**src/sv/lcdnw_pkg.sv**
```systemverilog
`timescale 1ns / 1ps
// ----------------------------------------------------------------------------
// lcdnw_pkg
// Shared types, constants and tables of the character LCD nibble write
// sequencer: command codes, register indexes, controller states and the
// command/status structs between controller and datapath.
// ----------------------------------------------------------------------------
package lcdnw_pkg;

  // Field widths
  localparam int unsigned CmdW    = 2;
  localparam int unsigned ByteW   = 8;
  localparam int unsigned ColW    = 6;
  localparam int unsigned NibW    = 4;
  localparam int unsigned HoldW   = 10;
  localparam int unsigned PinW    = 6;
  localparam int unsigned CfgIdxW = 1;
  localparam int unsigned IdxW    = 3;

  // Input commands
  localparam logic [CmdW-1:0] CMD_INSTR  = 2'd0;
  localparam logic [CmdW-1:0] CMD_DATA   = 2'd1;
  localparam logic [CmdW-1:0] CMD_CURSOR = 2'd2;
  localparam logic [CmdW-1:0] CMD_INIT   = 2'd3;

  // Configuration register indexes
  localparam logic [CfgIdxW-1:0] REG_PULSE_HOLD    = 1'd0;
  localparam logic [CfgIdxW-1:0] REG_POWER_UP_WAIT = 1'd1;

  // Configuration reset values
  localparam logic [HoldW-1:0] PULSE_HOLD_RST    = 10'd15;
  localparam logic [HoldW-1:0] POWER_UP_WAIT_RST = 10'd20;

  // Set-cursor instruction base
  localparam logic [ByteW-1:0] CURSOR_BASE = 8'h80;

  // Index of the final byte of the power-up sequence
  localparam logic [IdxW-1:0] INIT_LAST_IDX = 3'd5;

  // Controller states
  typedef enum logic [1:0] {
    S_IDLE,
    S_PWR,
    S_EN_HI,
    S_EN_LO
  } state_e;

  // Pin-state operation requested from the datapath
  typedef enum logic [1:0] {
    OP_NONE,
    OP_PWR,
    OP_EN_HI,
    OP_EN_LO
  } op_e;

  // Controller to datapath
  typedef struct packed {
    logic            load;
    op_e             op;
    logic            nib_lo;
    logic            init_sel;
    logic [IdxW-1:0] idx;
    logic            last;
  } ctrl_cmd_t;

  // Datapath to controller
  typedef struct packed {
    logic out_free;
  } dp_status_t;

  // Power-up instruction bytes
  function automatic logic [ByteW-1:0] init_byte(input logic [IdxW-1:0] idx);
    logic [ByteW-1:0] b;
    case (idx)
      3'd0:    b = 8'h02;
      3'd1:    b = 8'h28;
      3'd2:    b = 8'h0C;
      3'd3:    b = 8'h06;
      3'd4:    b = 8'h01;
      3'd5:    b = 8'h80;
      default: b = 8'h00;
    endcase
    return b;
  endfunction

endpackage

```
**src/sv/lcdnw_ctrl.sv**
```systemverilog
`timescale 1ns / 1ps
// ----------------------------------------------------------------------------
// lcdnw_ctrl
// Sequencing state machine: steps through the power-up wait, the enable
// high/low pair of each nibble and the bytes of the power-up sequence.
// ----------------------------------------------------------------------------
module lcdnw_ctrl (
  input  logic                   clk_i,
  input  logic                   rst_ni,
  input  logic                   in_valid_i,
  input  logic                   in_is_init_i,
  output logic                   in_stall_o,
  input  lcdnw_pkg::dp_status_t  status_i,
  output lcdnw_pkg::ctrl_cmd_t   cmd_o
);

  lcdnw_pkg::state_e             state_q, state_d;
  logic                          nib_lo_q, nib_lo_d;
  logic                          init_q, init_d;
  logic [lcdnw_pkg::IdxW-1:0]    idx_q, idx_d;
  logic                          accept;
  logic                          final_lo;

  assign accept   = in_valid_i && (state_q == lcdnw_pkg::S_IDLE);
  assign final_lo = nib_lo_q && (!init_q || (idx_q == lcdnw_pkg::INIT_LAST_IDX));

  // Next state and step counters
  always_comb begin
    state_d  = state_q;
    nib_lo_d = nib_lo_q;
    init_d   = init_q;
    idx_d    = idx_q;
    case (state_q)
      lcdnw_pkg::S_IDLE: begin
        if (accept) begin
          nib_lo_d = 1'b0;
          idx_d    = '0;
          init_d   = in_is_init_i;
          state_d  = in_is_init_i ? lcdnw_pkg::S_PWR : lcdnw_pkg::S_EN_HI;
        end
      end
      lcdnw_pkg::S_PWR: begin
        if (status_i.out_free) begin
          state_d = lcdnw_pkg::S_EN_HI;
        end
      end
      lcdnw_pkg::S_EN_HI: begin
        if (status_i.out_free) begin
          state_d = lcdnw_pkg::S_EN_LO;
        end
      end
      lcdnw_pkg::S_EN_LO: begin
        if (status_i.out_free) begin
          if (final_lo) begin
            state_d = lcdnw_pkg::S_IDLE;
          end else begin
            state_d  = lcdnw_pkg::S_EN_HI;
            nib_lo_d = !nib_lo_q;
            if (nib_lo_q) begin
              idx_d = idx_q + 1'b1;
            end
          end
        end
      end
      default: state_d = lcdnw_pkg::S_IDLE;
    endcase
  end

  // Commands to the datapath
  always_comb begin
    cmd_o          = '0;
    cmd_o.op       = lcdnw_pkg::OP_NONE;
    cmd_o.load     = accept;
    cmd_o.nib_lo   = nib_lo_q;
    cmd_o.init_sel = init_q;
    cmd_o.idx      = idx_q;
    in_stall_o     = (state_q != lcdnw_pkg::S_IDLE);
    case (state_q)
      lcdnw_pkg::S_PWR: begin
        if (status_i.out_free) cmd_o.op = lcdnw_pkg::OP_PWR;
      end
      lcdnw_pkg::S_EN_HI: begin
        if (status_i.out_free) cmd_o.op = lcdnw_pkg::OP_EN_HI;
      end
      lcdnw_pkg::S_EN_LO: begin
        if (status_i.out_free) begin
          cmd_o.op   = lcdnw_pkg::OP_EN_LO;
          cmd_o.last = final_lo;
        end
      end
      default: cmd_o.op = lcdnw_pkg::OP_NONE;
    endcase
  end

  // State registers
  always_ff @(posedge clk_i or negedge rst_ni) begin
    if (!rst_ni) begin
      state_q  <= lcdnw_pkg::S_IDLE;
      nib_lo_q <= 1'b0;
      init_q   <= 1'b0;
      idx_q    <= '0;
    end else begin
      state_q  <= state_d;
      nib_lo_q <= nib_lo_d;
      init_q   <= init_d;
      idx_q    <= idx_d;
    end
  end

endmodule

```
**src/sv/lcdnw_datapath.sv**
```systemverilog
`timescale 1ns / 1ps
// ----------------------------------------------------------------------------
// lcdnw_datapath
// Configuration registers, latched byte and RS level, pin-level state and
// the output register that holds one pin-state transaction.
// ----------------------------------------------------------------------------
module lcdnw_datapath (
  input  logic                          clk_i,
  input  logic                          rst_ni,
  input  logic                          cfg_we_i,
  input  logic [lcdnw_pkg::CfgIdxW-1:0] cfg_index_i,
  input  logic [lcdnw_pkg::HoldW-1:0]   cfg_data_i,
  input  logic [lcdnw_pkg::CmdW-1:0]    command_i,
  input  logic [lcdnw_pkg::ByteW-1:0]   byte_value_i,
  input  logic                          row_i,
  input  logic [lcdnw_pkg::ColW-1:0]    col_i,
  input  lcdnw_pkg::ctrl_cmd_t          cmd_i,
  output lcdnw_pkg::dp_status_t         status_o,
  output logic                          out_valid_o,
  input  logic                          out_stall_i,
  output logic                          rs_o,
  output logic                          enable_o,
  output logic [lcdnw_pkg::NibW-1:0]    data_nibble_o,
  output logic [lcdnw_pkg::HoldW-1:0]   hold_ms_o,
  output logic                          last_o
);

  logic [lcdnw_pkg::HoldW-1:0] pulse_hold_q, power_wait_q;
  logic [lcdnw_pkg::ByteW-1:0] byte_q, byte_d;
  logic                        rs_q, rs_d;
  logic [lcdnw_pkg::PinW-1:0]  pin_q, pin_d;
  logic                        out_valid_q, out_valid_d;
  logic [lcdnw_pkg::PinW-1:0]  out_pin_q;
  logic [lcdnw_pkg::HoldW-1:0] out_hold_q, hold_d;
  logic                        out_last_q;
  logic [lcdnw_pkg::ByteW-1:0] cur_byte;
  logic [lcdnw_pkg::NibW-1:0]  cur_nib;
  logic                        emit;

  // Configuration registers
  always_ff @(posedge clk_i or negedge rst_ni) begin
    if (!rst_ni) begin
      pulse_hold_q <= lcdnw_pkg::PULSE_HOLD_RST;
      power_wait_q <= lcdnw_pkg::POWER_UP_WAIT_RST;
    end else if (cfg_we_i) begin
      case (cfg_index_i)
        lcdnw_pkg::REG_PULSE_HOLD:    pulse_hold_q <= cfg_data_i;
        lcdnw_pkg::REG_POWER_UP_WAIT: power_wait_q <= cfg_data_i;
        default: ;
      endcase
    end
  end

  // Latch the byte and RS level of an accepted transaction
  always_comb begin
    byte_d = byte_q;
    rs_d   = rs_q;
    if (cmd_i.load) begin
      case (command_i)
        lcdnw_pkg::CMD_INSTR: begin
          byte_d = byte_value_i;
          rs_d   = 1'b0;
        end
        lcdnw_pkg::CMD_DATA: begin
          byte_d = byte_value_i;
          rs_d   = 1'b1;
        end
        lcdnw_pkg::CMD_CURSOR: begin
          byte_d = lcdnw_pkg::CURSOR_BASE | {1'b0, row_i, col_i};
          rs_d   = 1'b0;
        end
        default: begin
          byte_d = byte_q;
          rs_d   = 1'b0;
        end
      endcase
    end
  end

  // Select the byte and nibble being sent
  assign cur_byte = cmd_i.init_sel ? lcdnw_pkg::init_byte(cmd_i.idx) : byte_q;
  assign cur_nib  = cmd_i.nib_lo ? cur_byte[3:0] : cur_byte[7:4];

  // Build the next pin state and its hold time
  always_comb begin
    pin_d  = pin_q;
    hold_d = '0;
    case (cmd_i.op)
      lcdnw_pkg::OP_PWR: begin
        hold_d = power_wait_q;
      end
      lcdnw_pkg::OP_EN_HI: begin
        pin_d  = {cur_nib, 1'b1, rs_q};
        hold_d = pulse_hold_q;
      end
      lcdnw_pkg::OP_EN_LO: begin
        pin_d  = {pin_q[5:2], 1'b0, pin_q[0]};
        hold_d = '0;
      end
      default: begin
        pin_d  = pin_q;
        hold_d = '0;
      end
    endcase
  end

  assign emit              = (cmd_i.op != lcdnw_pkg::OP_NONE);
  assign status_o.out_free = !out_valid_q || !out_stall_i;

  // Hold the output transaction until taken
  always_comb begin
    out_valid_d = out_valid_q;
    if (emit) begin
      out_valid_d = 1'b1;
    end else if (out_valid_q && !out_stall_i) begin
      out_valid_d = 1'b0;
    end
  end

  // Control and pin state registers
  always_ff @(posedge clk_i or negedge rst_ni) begin
    if (!rst_ni) begin
      out_valid_q <= 1'b0;
      pin_q       <= '0;
    end else begin
      out_valid_q <= out_valid_d;
      pin_q       <= pin_d;
    end
  end

  // Payload registers
  always_ff @(posedge clk_i) begin
    byte_q <= byte_d;
    rs_q   <= rs_d;
    if (emit) begin
      out_pin_q  <= pin_d;
      out_hold_q <= hold_d;
      out_last_q <= cmd_i.last;
    end
  end

  assign out_valid_o   = out_valid_q;
  assign rs_o          = out_pin_q[0];
  assign enable_o      = out_pin_q[1];
  assign data_nibble_o = out_pin_q[5:2];
  assign hold_ms_o     = out_hold_q;
  assign last_o        = out_last_q;

endmodule

```
**src/sv/char_lcd_nibble_write_sequencer.sv**
```systemverilog
`timescale 1ns / 1ps
// An accepted item's first pin-state transaction passes the controller state register, then
// the output register. Throughput: one pin-state transaction per cycle from the sequencing
// state machine while the output is free; a byte item gives 4 results, an initialize item 25.
// Downstream stall stretches each step; the next item is taken once the last result is issued.
// Reset: asynchronous, active low; pins clear to zero, pulse hold 15 ms, power-up wait 20 ms.
// ----------------------------------------------------------------------------
// char_lcd_nibble_write_sequencer
// Character LCD 4-bit bus write sequencer: turns instruction, data, cursor
// and initialize commands into timed pin-state transactions.
// ----------------------------------------------------------------------------
module char_lcd_nibble_write_sequencer (
  input  logic                          clk_i,
  input  logic                          rst_ni,
  input  logic                          cfg_we_i,
  input  logic [lcdnw_pkg::CfgIdxW-1:0] cfg_index_i,
  input  logic [lcdnw_pkg::HoldW-1:0]   cfg_data_i,
  input  logic                          in_valid_i,
  output logic                          in_stall_o,
  input  logic [lcdnw_pkg::CmdW-1:0]    command_i,
  input  logic [lcdnw_pkg::ByteW-1:0]   byte_value_i,
  input  logic                          row_i,
  input  logic [lcdnw_pkg::ColW-1:0]    col_i,
  output logic                          out_valid_o,
  input  logic                          out_stall_i,
  output logic                          rs_o,
  output logic                          enable_o,
  output logic [lcdnw_pkg::NibW-1:0]    data_nibble_o,
  output logic [lcdnw_pkg::HoldW-1:0]   hold_ms_o,
  output logic                          last_o
);

  lcdnw_pkg::ctrl_cmd_t  cmd;
  lcdnw_pkg::dp_status_t status;

  // Sequencing controller
  lcdnw_ctrl u_ctrl (
    .clk_i        (clk_i),
    .rst_ni       (rst_ni),
    .in_valid_i   (in_valid_i),
    .in_is_init_i (command_i == lcdnw_pkg::CMD_INIT),
    .in_stall_o   (in_stall_o),
    .status_i     (status),
    .cmd_o        (cmd)
  );

  // Pin-state datapath
  lcdnw_datapath u_datapath (
    .clk_i         (clk_i),
    .rst_ni        (rst_ni),
    .cfg_we_i      (cfg_we_i),
    .cfg_index_i   (cfg_index_i),
    .cfg_data_i    (cfg_data_i),
    .command_i     (command_i),
    .byte_value_i  (byte_value_i),
    .row_i         (row_i),
    .col_i         (col_i),
    .cmd_i         (cmd),
    .status_o      (status),
    .out_valid_o   (out_valid_o),
    .out_stall_i   (out_stall_i),
    .rs_o          (rs_o),
    .enable_o      (enable_o),
    .data_nibble_o (data_nibble_o),
    .hold_ms_o     (hold_ms_o),
    .last_o        (last_o)
  );

endmodule

```
**config.mk**
```make
export PLATFORM = sky130hd
export DESIGN_NAME = char_lcd_nibble_write_sequencer
export DESIGN_NICKNAME = d
export VERILOG_FILES = /design/src/sv/lcdnw_pkg.sv /design/src/sv/lcdnw_ctrl.sv /design/src/sv/lcdnw_datapath.sv /design/src/sv/char_lcd_nibble_write_sequencer.sv
export SDC_FILE = /design/constraint.sdc
export NUM_CORES = 1
export LEC_CHECK = 0
export ABC_CLOCK_PERIOD_IN_PS = 6600
export BUFFER_PORTS_ARGS = -buffer_cell sky130_fd_sc_hd__buf_2
export CAP_MARGIN = 20
export CELL_PAD_IN_SITES_DETAIL_PLACEMENT = 0
export CELL_PAD_IN_SITES_GLOBAL_PLACEMENT = 2
export CORE_UTILIZATION = 40
export CTS_BUF_LIST = sky130_fd_sc_hd__clkbuf_4 sky130_fd_sc_hd__clkbuf_8 sky130_fd_sc_hd__clkbuf_16
export CTS_CLUSTER_DIAMETER = 100
export CTS_CLUSTER_SIZE = 28
export DETAILED_ROUTE_END_ITERATION = 8
export GPL_ROUTABILITY_DRIVEN = 0
export PLACE_DENSITY = 0.9
export SETUP_SLACK_MARGIN = 0.05
export SYNTH_ARGS = -nofsm -noshare
export SYNTH_HDL_FRONTEND = slang
export SYNTH_SLANG_ARGS = --single-unit
```
**constraint.sdc**
```tcl
create_clock -name clk_i -period 6.6 [get_ports clk_i]
set_input_delay 1.32 -clock clk_i [delete_from_list [all_inputs] [get_ports clk_i]]
set_output_delay 1.32 -clock clk_i [all_outputs]
set_load 0.05 [all_outputs]
```
==> results.txt <==
Status: finished with violations
Failing checks: DRC
Initial core utilization: 42.27%
Pwr Density: 506.5 nW/um^2
Routed Antenna Nets: 0
# diodes: 0
Cell taking the most area after synthesis: edfxtp_1
CTS tree: yes
# IOs: 52
Post-synth EDFFs: 26
Clock slew at reported path FFs: 0.06 ns
Setup Skew: 0.002881 ns
Final hold slack: 0.4969 ns
Max Slew Vio Count: 0
Compound-Gate Fraction of Synth Area: 9.480%
Via-to-Cell Ratio: 5.179
Num Clock Sinks: 60
Initial DRC Count: 72
CTS resizes: 0
Synth async-reset ratio: 56.67%
Synth Flop Type: dfrtp_1
Multi-input gate area: 1036 sq um
Mux cell area share after synthesis: 13.67%
Average cell area after synthesis: 13.52 sq um
CP endpoint kind: register
Yosys cell types: 34
WP buf/inv: 2
Routed vias: 1766
Total GRT Usage: 15.57%
Simple-Gate Fraction of Synth Area: 8.204%
Peak per-stage delay on the critical path: 0.56 ns
Cts bufs inserted: 9
Worst Tran Pin Value: 1.020 ns
Die Ht: 84.84 um
Largest fanout on the critical path: 16
Root Driver: clkbuf_8
CP max stage cell: ha_1
Cells taking the most area after synthesis: edfxtp_1 (28%), dfrtp_1 (26%), mux2_2 (11%)
Post-synthesis sequential area ratio: 59.71%
CTS Buffer Depth: 2
Final TNS setup: 0 ns
Maximum vdd drop: 0.0001797 V
DIE AREA: 7198 sq um
Synth warnings: 0
Synth-to-Final Area Change: 19.78%
Dpl ws: 3.267 ns
Hpwl dp: 3.546 mm
Final WS setup: 3.629 ns
Main combinational cell family by area after synthesis: multiplexers
Post-layout min period: 2.971 ns
Final hold vios: 0
Core area: 6495 sq um
Syn Nets: 250
Die Width: 84.84 um
Final net count: 306
Global-route wire length before repair: 8.459 mm
Mapped Cells: 203
Worst EP arrival: 3.06 ns
WL/cell: 14.56 um
Reg area: 1639 sq um
DRT Pass-1 Iters: 6
Top Family by Delay on Critical Path: compound AO/OA/AOI/OAI gates
Layout fillers: 583
Cell Chain, Critical Path: buf_2 > a21oi_1 > o21ai_0 > inv_1 > ha_1 > nand2b_1 > a22o_1
IO Port Bufs: 51
Initial antenna violation count: 0
MaxCap Viol Count: 0
Data required, critical path: 6.69 ns
Largest net degree at the start of global routing: 35
Peak Freq: 0.3366 GHz
Final period util: 45.01%
Worst relative slew slack: 31.88%
Pwr Total: 1665 uW
H-tree depth: 3
Synth top area share: 28.44%
Crit Path Class: primary input to register
Hold buffer count at cts: 0
Vias in the first global route: 1814
WL final: 4.965 mm
Layout cells sized above 1: 40.91%
Synth Register Bits: 60
Site row count: 29
Synth cell count leaders: dfrtp_1 (28), mux2_2 (28), edfxtp_1 (26), nor2b_1 (15), ha_1 (14)
Setup violations, final: 0
Worst min path class: register to register
Setup crit start kind: primary input
Leakage: 0.001427 uW
RSZ-0062 raised after global routing: false
Mapped Area: 2745 sq um
Adder-cell area share of the yosys netlist: 6.381%
DRC viols: 3
Skew-Pair Late Insertion Delay: 0.33 ns
GRT overflow: 0
Synth Area in XOR/XNOR: 0%
Post CTS Setup Buffer Count: 0
==> registers in the layout, summed over array words and instances, names as in the netlist <==
register and flops:
u_datapath.pin_q 6, u_datapath.hold_ms_o 10, u_datapath.last_o 1, u_datapath.out_valid_o 1, u_ctrl.idx_q 3, u_datapath.pulse_hold_q 10, u_datapath.power_wait_q 10, u_datapath.out_pin_q 6
u_ctrl.state_q 2, u_ctrl.nib_lo_q 1, u_ctrl.init_q 1, u_datapath.byte_q 8, u_datapath.rs_q 1
==> power breakdown <==
| part | switching [uW] | internal (uW) | leakage (uW) |
|---|---|---|---|
| Combinational | 484 | 221 | 0.000659 |
| Clock | 138 | 210 | 0.000113 |
| Sequential | 56.5 | 557 | 0.000655 |
==> worst register-to-register path, stage by stage, from the launching register on <==
cell and delay, ns:
dfrtp_1 0.38, inv_1 0.10, ha_1 0.25, a21oi_1 0.17, o21ai_0 0.22, inv_1 0.14, ha_1 0.56, nand2b_1 0.25
a22o_1 0.30
==> layer usage <==
layer	vias to the layer above	wire, um	GRT usage (%)
met2	44	2382	25.13
met5	-	0	0
li1	845	-	-
met3	12	169	3.210
met1	865	2299	19.68
met4	0	114	8.783
==> area by class of cell <==
class	instances	area share, %
sequential	60	49.85
timing repair buffer	51	7.763
clock inverter	3	1.332
multi-input combinational	125	31.51
clock buffer	13	5.251
tap	77	2.930
inverter	12	1.370
==> metrics by stage <==
step / util, % / instances / cell area, sq um
2_1_floorplan: - / 203 / 2745
3_3_place_gp: 47.29 / 325 / 3072
3_5_place_dp: 47.29 / 325 / 3072
4_1_cts: 50.63 / 341 / 3288
5_1_grt: 50.63 / 341 / 3288
6_report: 50.63 / 341 / 3288
==> path summary, 6_finish.rpt <==
check	slack, ns	cells past startpoint	startpoint	end
max	3.63	7	out_stall_i	u_datapath.out_pin_q[2]
min	0.50	1	u_datapath.pin_q[4]	u_datapath.pin_q[4]
max reg2reg	3.99	8	u_ctrl.state_q[0]	u_datapath.out_pin_q[2]
min reg2reg	0.50	1	u_datapath.pin_q[4]	u_datapath.pin_q[4]
max in group asynchronous	5.07	1	rst_ni	u_ctrl.state_q[1]
min in group asynchronous	1.05	1	rst_ni	u_ctrl.idx_q[0]
==> cell usage in the layout, fill, tap and decap left out, types with 2 or more instances in the layout <==
master | synthesis | final
edfxtp_1 | 26 | 26
dfrtp_1 | 28 | 28
mux4_2 | 2 | 2
nand3_1 | 3 | 3
nor3_1 | 2 | 2
mux2_2 | 28 | 28
clkbuf_8 | 0 | 12
nor2b_1 | 15 | 15
buf_2 | 2 | 51
dfstp_2 | 6 | 6
nand2_1 | 10 | 10
a22o_1 | 6 | 6
o21ai_0 | 7 | 7
a22oi_1 | 10 | 10
ha_1 | 14 | 14
inv_1 | 11 | 11
nor2_1 | 6 | 6
a21oi_1 | 6 | 6
nand2b_1 | 2 | 2
==> cells by family after synthesis <==
family,count (synthesis)
buffers and inverters,18
AND/OR/NAND/NOR,43
multiplexers,31
AO/OA/AOI/OAI,37
adder cells (fa/ha/maj),14
flip-flops,60
(Power assumes the default switching activity.)
